[src/design/dlsc_pkg.sv]
`timescale 1ns / 1ps

package dlsc_pkg;

  // Sequencer phases of the calibration loop
  localparam logic [2:0] PH_POWER   = 3'd0;
  localparam logic [2:0] PH_LAUNCH_S = 3'd1;
  localparam logic [2:0] PH_WAIT_S  = 3'd2;
  localparam logic [2:0] PH_LAUNCH_L = 3'd3;
  localparam logic [2:0] PH_WAIT_L  = 3'd4;
  localparam logic [2:0] PH_SCALE   = 3'd5;

  // Status codes
  localparam logic [1:0] STAT_BUSY    = 2'd0;
  localparam logic [1:0] STAT_APPLIED = 2'd1;
  localparam logic [1:0] STAT_RANGE   = 2'd2;

  // Measurement taps
  localparam logic [7:0] TAP_SHORT = 8'h50;
  localparam logic [7:0] TAP_LONG  = 8'hC8;

  // Scale limits
  localparam logic [15:0] SCALE_SAT   = 16'hFFFF;
  localparam logic [15:0] SCALE_LIMIT = 16'h00FF;

  // Divider geometry: dividend 2*240*a*b + D, divisor 2*D, D = 65535*(b-a)
  localparam int unsigned NUM_W = 42;
  localparam int unsigned DEN_W = 33;

  // Beat widths
  localparam int unsigned S_TDATA_W = 24;
  localparam int unsigned M_TDATA_W = 32;

  typedef enum logic [2:0] {
    ST_IDLE,
    ST_MUL,
    ST_PREP,
    ST_DIV,
    ST_FIN
  } dlsc_state_e;

endpackage

[src/design/delay_line_scale_calibrator_unit.sv]
`timescale 1ns / 1ps

// Channel  Dir  Width  tdata fields (lsb first)
// s_axis   in   24     busy_req[0], measure_count[16:1], zero pad
// m_axis   out  32     status[1:0], scale_factor[17:2], start_measure[18],
//                      tap_setting[26:19], step_write[27], power_up[28], zero pad
//
// One result beat per input beat. Every phase but the scale phase answers in the
// cycle after the input beat. The scale phase with valid counts runs one multiply,
// one setup, 42 restoring-divide steps on a shared 34-bit subtractor, then one
// saturate/report step. Input is not ready while the divider runs or while an
// unread result blocks the output register.
// rst_ni clears the phase, the kept counts, the scale and the output valid.

module delay_line_scale_calibrator_unit
  import dlsc_pkg::*;
(
  input  logic                 clk_i,
  input  logic                 rst_ni,
  input  logic                 s_axis_tvalid,
  output logic                 s_axis_tready,
  input  logic [S_TDATA_W-1:0] s_axis_tdata,  // busy_req, measure_count
  output logic                 m_axis_tvalid,
  input  logic                 m_axis_tready,
  output logic [M_TDATA_W-1:0] m_axis_tdata   // status, scale_factor, start_measure,
                                              // tap_setting, step_write, power_up
);

  localparam int unsigned CNT_W = $clog2(NUM_W);

  dlsc_state_e state_q, state_d;
  logic [2:0]  phase_q, phase_d;
  logic [15:0] cnt_s_q, cnt_s_d;
  logic [15:0] cnt_l_q, cnt_l_d;
  logic [15:0] scale_q, scale_d;
  logic        m_valid_q, m_valid_d;

  // Output register fields
  logic [1:0]  o_status_q, o_status_d;
  logic [15:0] o_scale_q, o_scale_d;
  logic        o_start_q, o_start_d;
  logic [7:0]  o_tap_q, o_tap_d;
  logic        o_wr_q, o_wr_d;
  logic        o_pwr_q, o_pwr_d;

  // Arithmetic datapath
  logic [31:0]      prod_q, prod_d;
  logic [15:0]      diff_q, diff_d;
  logic [NUM_W-1:0] dq_q, dq_d;
  logic [DEN_W-1:0] dv_q, dv_d;
  logic [DEN_W-1:0] rem_q, rem_d;
  logic [CNT_W-1:0] step_q, step_d;

  logic             in_busy;
  logic [15:0]      in_count;
  logic             s_accept;
  logic [NUM_W-1:0] num480;
  logic [31:0]      den;
  logic [DEN_W:0]   trial;
  logic             trial_ge;
  logic [15:0]      q_sat;

  assign in_busy  = s_axis_tdata[0];
  assign in_count = s_axis_tdata[16:1];

  assign s_axis_tready = (state_q == ST_IDLE) && (!m_valid_q || m_axis_tready);
  assign s_accept      = s_axis_tvalid && s_axis_tready;

  assign m_axis_tvalid = m_valid_q;
  assign m_axis_tdata  = {3'b000, o_pwr_q, o_wr_q, o_tap_q, o_start_q, o_scale_q, o_status_q};

  // Dividend and divisor setup terms
  assign num480 = (NUM_W'(prod_q) << 9) - (NUM_W'(prod_q) << 5);
  assign den    = (32'(diff_q) << 16) - 32'(diff_q);

  // Shared subtractor: one restoring-divide step
  assign trial    = {rem_q, dq_q[NUM_W-1]};
  assign trial_ge = trial >= {1'b0, dv_q};

  // Saturated quotient
  assign q_sat = (|dq_q[NUM_W-1:16]) ? SCALE_SAT : dq_q[15:0];

  // Control and payload registers
  always_ff @(posedge clk_i or negedge rst_ni) begin
    if (!rst_ni) begin
      state_q   <= ST_IDLE;
      phase_q   <= PH_POWER;
      cnt_s_q   <= '0;
      cnt_l_q   <= '0;
      scale_q   <= '0;
      m_valid_q <= 1'b0;
      step_q    <= '0;
    end else begin
      state_q   <= state_d;
      phase_q   <= phase_d;
      cnt_s_q   <= cnt_s_d;
      cnt_l_q   <= cnt_l_d;
      scale_q   <= scale_d;
      m_valid_q <= m_valid_d;
      step_q    <= step_d;
    end
  end

  always_ff @(posedge clk_i) begin
    o_status_q <= o_status_d;
    o_scale_q  <= o_scale_d;
    o_start_q  <= o_start_d;
    o_tap_q    <= o_tap_d;
    o_wr_q     <= o_wr_d;
    o_pwr_q    <= o_pwr_d;
    prod_q     <= prod_d;
    diff_q     <= diff_d;
    dq_q       <= dq_d;
    dv_q       <= dv_d;
    rem_q      <= rem_d;
  end

  // Sequencer: next state and outputs
  always_comb begin
    state_d    = state_q;
    phase_d    = phase_q;
    cnt_s_d    = cnt_s_q;
    cnt_l_d    = cnt_l_q;
    scale_d    = scale_q;
    m_valid_d  = m_valid_q && !m_axis_tready;
    o_status_d = o_status_q;
    o_scale_d  = o_scale_q;
    o_start_d  = o_start_q;
    o_tap_d    = o_tap_q;
    o_wr_d     = o_wr_q;
    o_pwr_d    = o_pwr_q;
    prod_d     = prod_q;
    diff_d     = diff_q;
    dq_d       = dq_q;
    dv_d       = dv_q;
    rem_d      = rem_q;
    step_d     = step_q;

    case (state_q)
      ST_IDLE: begin
        if (s_accept) begin
          // most phases answer right away
          m_valid_d  = 1'b1;
          o_status_d = STAT_BUSY;
          o_start_d  = 1'b0;
          o_tap_d    = '0;
          o_wr_d     = 1'b0;
          o_pwr_d    = 1'b0;
          case (phase_q)
            PH_POWER: begin
              o_pwr_d = 1'b1;
              cnt_s_d = '0;
              cnt_l_d = '0;
              phase_d = PH_LAUNCH_S;
            end
            PH_LAUNCH_S: begin
              o_start_d = 1'b1;
              o_tap_d   = TAP_SHORT;
              phase_d   = PH_WAIT_S;
            end
            PH_WAIT_S: begin
              if (!in_busy) begin
                cnt_s_d = in_count;
                phase_d = PH_LAUNCH_L;
              end
            end
            PH_LAUNCH_L: begin
              o_start_d = 1'b1;
              o_tap_d   = TAP_LONG;
              phase_d   = PH_WAIT_L;
            end
            PH_WAIT_L: begin
              if (!in_busy) begin
                cnt_l_d = in_count;
                phase_d = PH_SCALE;
              end
            end
            PH_SCALE: begin
              // a = long count, b = short count
              if (cnt_s_q <= cnt_l_q || cnt_l_q == '0) begin
                scale_d    = SCALE_SAT;
                o_status_d = STAT_RANGE;
                phase_d    = PH_LAUNCH_S;
              end else begin
                m_valid_d = 1'b0;
                state_d   = ST_MUL;
              end
            end
            default: begin
              phase_d = PH_LAUNCH_S;
            end
          endcase
          o_scale_d = scale_d;
        end
      end
      ST_MUL: begin
        prod_d  = {16'b0, cnt_l_q} * {16'b0, cnt_s_q};
        diff_d  = cnt_s_q - cnt_l_q;
        state_d = ST_PREP;
      end
      ST_PREP: begin
        dq_d    = num480 + NUM_W'(den);
        dv_d    = {den, 1'b0};
        rem_d   = '0;
        step_d  = CNT_W'(NUM_W - 1);
        state_d = ST_DIV;
      end
      ST_DIV: begin
        rem_d  = trial_ge ? DEN_W'(trial - {1'b0, dv_q}) : trial[DEN_W-1:0];
        dq_d   = {dq_q[NUM_W-2:0], trial_ge};
        step_d = step_q - 1'b1;
        if (step_q == '0) begin
          state_d = ST_FIN;
        end
      end
      ST_FIN: begin
        scale_d    = q_sat;
        m_valid_d  = 1'b1;
        o_scale_d  = q_sat;
        o_start_d  = 1'b0;
        o_tap_d    = '0;
        o_pwr_d    = 1'b0;
        o_status_d = (q_sat > SCALE_LIMIT) ? STAT_RANGE : STAT_APPLIED;
        o_wr_d     = (q_sat <= SCALE_LIMIT);
        phase_d    = PH_LAUNCH_S;
        state_d    = ST_IDLE;
      end
      default: begin
        state_d = ST_IDLE;
      end
    endcase
  end

`ifndef SYNTHESIS
  // No input beat while the divider works
  assert property (@(posedge clk_i) disable iff (!rst_ni)
    (state_q != ST_IDLE) |-> !s_axis_tready)
    else $error("input ready during scale computation");

  // Last divide step leads to the report cycle
  assert property (@(posedge clk_i) disable iff (!rst_ni)
    (state_q == ST_DIV && step_q == '0) |=> (state_q == ST_FIN))
    else $error("divider did not finish");

  // Step write only with an applied scale
  assert property (@(posedge clk_i) disable iff (!rst_ni)
    m_valid_q |-> (o_wr_q == (o_status_q == STAT_APPLIED)))
    else $error("step write and status disagree");

  // Tap is shown only with a launch
  assert property (@(posedge clk_i) disable iff (!rst_ni)
    (m_valid_q && !o_start_q) |-> (o_tap_q == '0))
    else $error("tap without launch");

  // Phase stays within the loop
  assert property (@(posedge clk_i) disable iff (!rst_ni)
    phase_q <= PH_SCALE)
    else $error("phase out of loop");

  // Report cycle always raises the output valid
  assert property (@(posedge clk_i) disable iff (!rst_ni)
    (state_q == ST_FIN) |=> m_valid_q)
    else $error("scale result lost");
`endif

endmodule

[config.mk]
export PLATFORM = sky130hd
export DESIGN_NAME = delay_line_scale_calibrator_unit
export DESIGN_NICKNAME = d
export VERILOG_FILES = /design/src/design/dlsc_pkg.sv /design/src/design/delay_line_scale_calibrator_unit.sv
export SDC_FILE = /design/constraint.sdc
export NUM_CORES = 1
export LEC_CHECK = 0
export ABC_AREA = 1
export BUFFER_PORTS_ARGS = -buffer_cell sky130_fd_sc_hd__buf_2
export CAP_MARGIN = 20
export CORE_MARGIN = 5
export CORE_UTILIZATION = 35
export CTS_BUF_LIST = sky130_fd_sc_hd__clkbuf_16
export DETAILED_ROUTE_END_ITERATION = 6
export PLACE_DENSITY_LB_ADDON = 0.25
export SYNTH_ARGS = -nofsm -noshare
export SYNTH_HDL_FRONTEND = slang
export SYNTH_SLANG_ARGS = --single-unit
[constraint.sdc]
create_clock -name clk_i -period 5.3 [get_ports clk_i]
set_input_delay 1.06 -clock clk_i [delete_from_list [all_inputs] [get_ports clk_i]]
set_output_delay 1.06 -clock clk_i [all_outputs]
set_load 0.1 [all_outputs]
==> results.md <==
- The flow ran to the end, but the final reports show violations.
- The final reports fail on negative setup slack.
- The number of max-slew violations in the final report came to 0.
- Sequential cells were found to cover 25.6% of the synthesized design area.
- For this run, design rule violations remaining after detail routing come to 0.
- The synthesized netlist occupies a cell area of approximately 27000 sq um.
- The count of boundary I/O pins is between 60 and 70.
- The area of the core region is 75800 sq um.
- The setup slack after placement is -0.437 ns.
- The count of nets left with antenna violations once routing finished came out at 0.
- The via count of the first global-routing pass came to approximately 22000.
- The leftover overflow at the end of global routing is 0.
- After detailed routing, the average wire length per cell comes to 15.9 um.
- In this run, the number of DRC markers left after iteration 0 of detailed routing was 1312.
- The layout overhead on the synthesized area is 15.9%.
- The clock slew at the register clock pins of the worst setup and hold paths is 0.06 ns.
- Setup repair after global routing could not meet its margin everywhere.
- The final worst-path setup slack is -0.222 ns.
- The x dimension of the die is around 290 um.
- The number of placed instances, taps included, is between 4000 and 5000.
- The netlist uses 56 different library cells.
- Summing over every cut layer, the via total after detailed routing is 22300.
- The number of max-cap violations is 0.
- Across all register-to-register paths, the minimum setup slack is -0.22 ns.
- The library cell appearing most often on the critical path is inv_2.
- Traced cell by cell, the critical path runs through buf_12, nand2_4, inv_2, fa_1, inv_2, fa_2, fa_2, inv_2, fa_2, fa_1, inv_2, fa_2, inv_2, ha_4, nand2_4, inv_1, a21oi_2, nand2_1, nand2_1, nand3_2, buf_4, xor2_1.
- Once layout is complete, the cells apart from fillers number 4731.
- The repair_antennas step left the layout with diodes totalling 0.
- The upper clock frequency limit is 0.181 GHz.
- The congestion estimate from routability-driven global placement came to 0.911.
- The path class of the lowest-slack min-delay path is in2async.
- The total of flip-flops plus latches after synthesis is about 240.
- Counting along the longest clock path gives a buffer depth of 3.
- The count of final hold-check violations came to 0.
- The initial antenna violation count is 0.
- The maximum number of pins on one net before global-route repair is 65.
- Leaving out fill and tap cells, the most frequent cell in the layout is nand2_1.
- The average cell area after synthesis is about 7.5 sq um.
- For the pin with the worst max-slew slack, the measured transition is 1.04 ns.
- The total placed instance area is ~29000 sq um.
- Setup violations remaining at the end of the flow were counted as 18.
- Yosys printed 0 warnings.
- After detailed routing, the number of vias per cell comes to 4.72.
- By startpoint and endpoint, the worst setup path is classified as reg2reg.
- The maximum level of the CTS H-tree is 1.
- The delay of the slowest cell on the worst path is 0.57 ns.
- The highest-delay cell along the critical path is fa_2.
- The kind of cell with the highest combined delay along the critical path is adder cells.
- The final wirelength is roughly 75000 um.
- The number of nets in the finished design is 4198.
- Synthesis produced 3578 cells.
- The clock tree skew after final layout is 0.0454 ns.
- The worst setup path is captured at a flop.
- In the final layout, the share of cells above drive strength 1 is 14.8%.
- Data arrives at the worst endpoint at between 5 and 6 ns.
- The die footprint is 81900 sq um.
- The number of CTS-inserted buffers is 28.
- The largest fanout on the critical path is 6.
- The detailed-routing iteration count for the pre-antenna-repair pass is 6.
- The quantity of hold-fixing buffers added after cts is 0.
- Across every metal layer, demand over resource in global routing totals 18.2%.
- The number of buffers and inverters on the critical path is 8.
- The clock net in this run drives a total of 238 sinks.
- The clock reaches the later pin of the worst-skew pair after 0.61 ns.
- With fillers left out, the area of the finished cells amounts to 30900 sq um.
- The root cell of the clock tree is clkbuf_16.
- The wire length of the first global-routing pass is 121000 um.
- Input and output buffers added on the ports amount to 47.
- The time the worst path needs with I/O delays and setup is 5.52 ns.
- The site row count is 101.
- Once the floorplan was initialized, standard cells occupied 35.2% of the core.
- Once detailed placement completed, the half-perimeter wirelength came to approximately 60000 um.
- The worst pin sits at a relative slew slack of 30.7%.
- The worst setup path is launched from a flop.
- TritonCTS built the clock tree.
- The part of the cycle the worst path needs is 104%.
- In the layout the commonest cells are nand2_1 (982), inv_1 (773), nor2_1 (208).
- The data required time of the critical path is 5.62 ns.
- The height of the chip is 286 um.
worst reg2reg max path: cells and delay by family (launching register included):
family          cells  cell delay, ns
compound gates      1            0.24
buf+inv             8            0.62
simple gates        5            0.45
xor+xnor            1            0.14
fa+ha+maj           7            3.35
flops               1            0.46
stage by stage:
| step | utilization, % | setup TNS, ns | hold WS [ns] |
|---|---|---|---|
| 2_1_floorplan | - | 0 | 0.440 |
| 3_3_place_gp | 38.2 | -5.85 | 0.452 |
| 3_5_place_dp | 38.2 | -6.48 | 0.461 |
| 4_1_cts | 40.2 | -1.51 | 0.423 |
| 5_1_grt | 40.8 | -6.06 | 0.471 |
| 6_report | 40.8 | -2.23 | 0.453 |
metal layers:
| metal | vias up | wire length (um) | track usage [%] |
|---|---|---|---|
| met1 | 10700 | 36600 | 26.2 |
| met3 | 83 | 2560 | 1.64 |
| met4 | 0 | 1630 | 3.67 |
| li1 | 11200 | - | - |
| met5 | - | 0 | 0 |
| met2 | 368 | 34500 | 30.1 |
cell usage after synthesis, drive strengths merged:
cell | count | area (sq um)
o21bai | 19 | 143
clkbuf | 81 | 305
a2111oi | 1 | 27.5
and3 | 3 | 18.8
edfxtp | 177 | 5320
clkinv | 2 | 7.51
conb | 1 | 3.75
and2 | 9 | 58.8
nor3b | 3 | 22.5
nor4 | 11 | 68.8
ha | 219 | 2740
o22ai | 1 | 6.26
buf | 34 | 282
a211oi | 1 | 12.5
o21a | 2 | 15.0
nand2 | 1030 | 3910
fa | 219 | 4380
nand3 | 185 | 941
dfrtp | 61 | 1530
a21boi | 2 | 15.0
nand4 | 32 | 200
inv | 836 | 3150
nor2 | 253 | 1030
a31o | 1 | 8.76
a21oi | 108 | 559
xnor2 | 29 | 254
o21ai | 90 | 450
nand3b | 63 | 473
o211ai | 2 | 15.0
a31oi | 2 | 12.5
nor3 | 35 | 201
or2 | 7 | 46.3
a21o | 6 | 45.0
xor2 | 53 | 464
layout make-up:
cell class,instances,area [sq um]
timing repair buffer,233,1850
clock buffer,28,701
sequential,238,6870
tap,978,1220
inverter,838,3150
multi-input combinational,2393,16900
clock inverter,23,259
fill,7867,44900
what timing repair did:
action,CTS,global route
cloned,0,2
endpoints found under the setup margin,21,23
pin swaps,73,63
gates resized for setup,147,100
buffers inserted,20,16
registers in the layout, summed over array words and instances, names as in the netlist, 16 cells and up:
| name | count |
|---|---|
| cnt_l_q | 16 |
| cnt_s_q | 16 |
| diff_q | 16 |
| dq_q | 42 |
| dv_q | 32 |
| o_scale_q | 16 |
| prod_q | 32 |
| rem_q | 33 |
| scale_q | 16 |
path summary, 6_finish.rpt:
check | startpoint | to | depth (start not counted)
worst min-delay path | rst_ni | scale_q[8] | 1
worst max-delay path | cnt_s_q[4] | prod_q[22] | 22
min in group clk_i | scale_q[12] | scale_q[12] | 2
max in group asynchronous | rst_ni | cnt_s_q[1] | 2
worst max register to register | cnt_s_q[4] | prod_q[22] | 22
worst min register to register | scale_q[12] | scale_q[12] | 2
logic make-up (layout without fill, tap and decap cells):
kind of cell,Yosys count,in the layout,synth area share [%]
other cells,1,7,0.0140
flops,238,238,25.6
buf+inv,953,1122,14.0
xor+xnor,82,82,2.69
simple gates,1631,1631,26.1
compound gates,235,235,4.91
fa+ha+maj,438,438,26.7
Power is left out: the tool's default activity adds up to more than one toggle a clock period on the data nets, which glitch-free logic cannot reach.
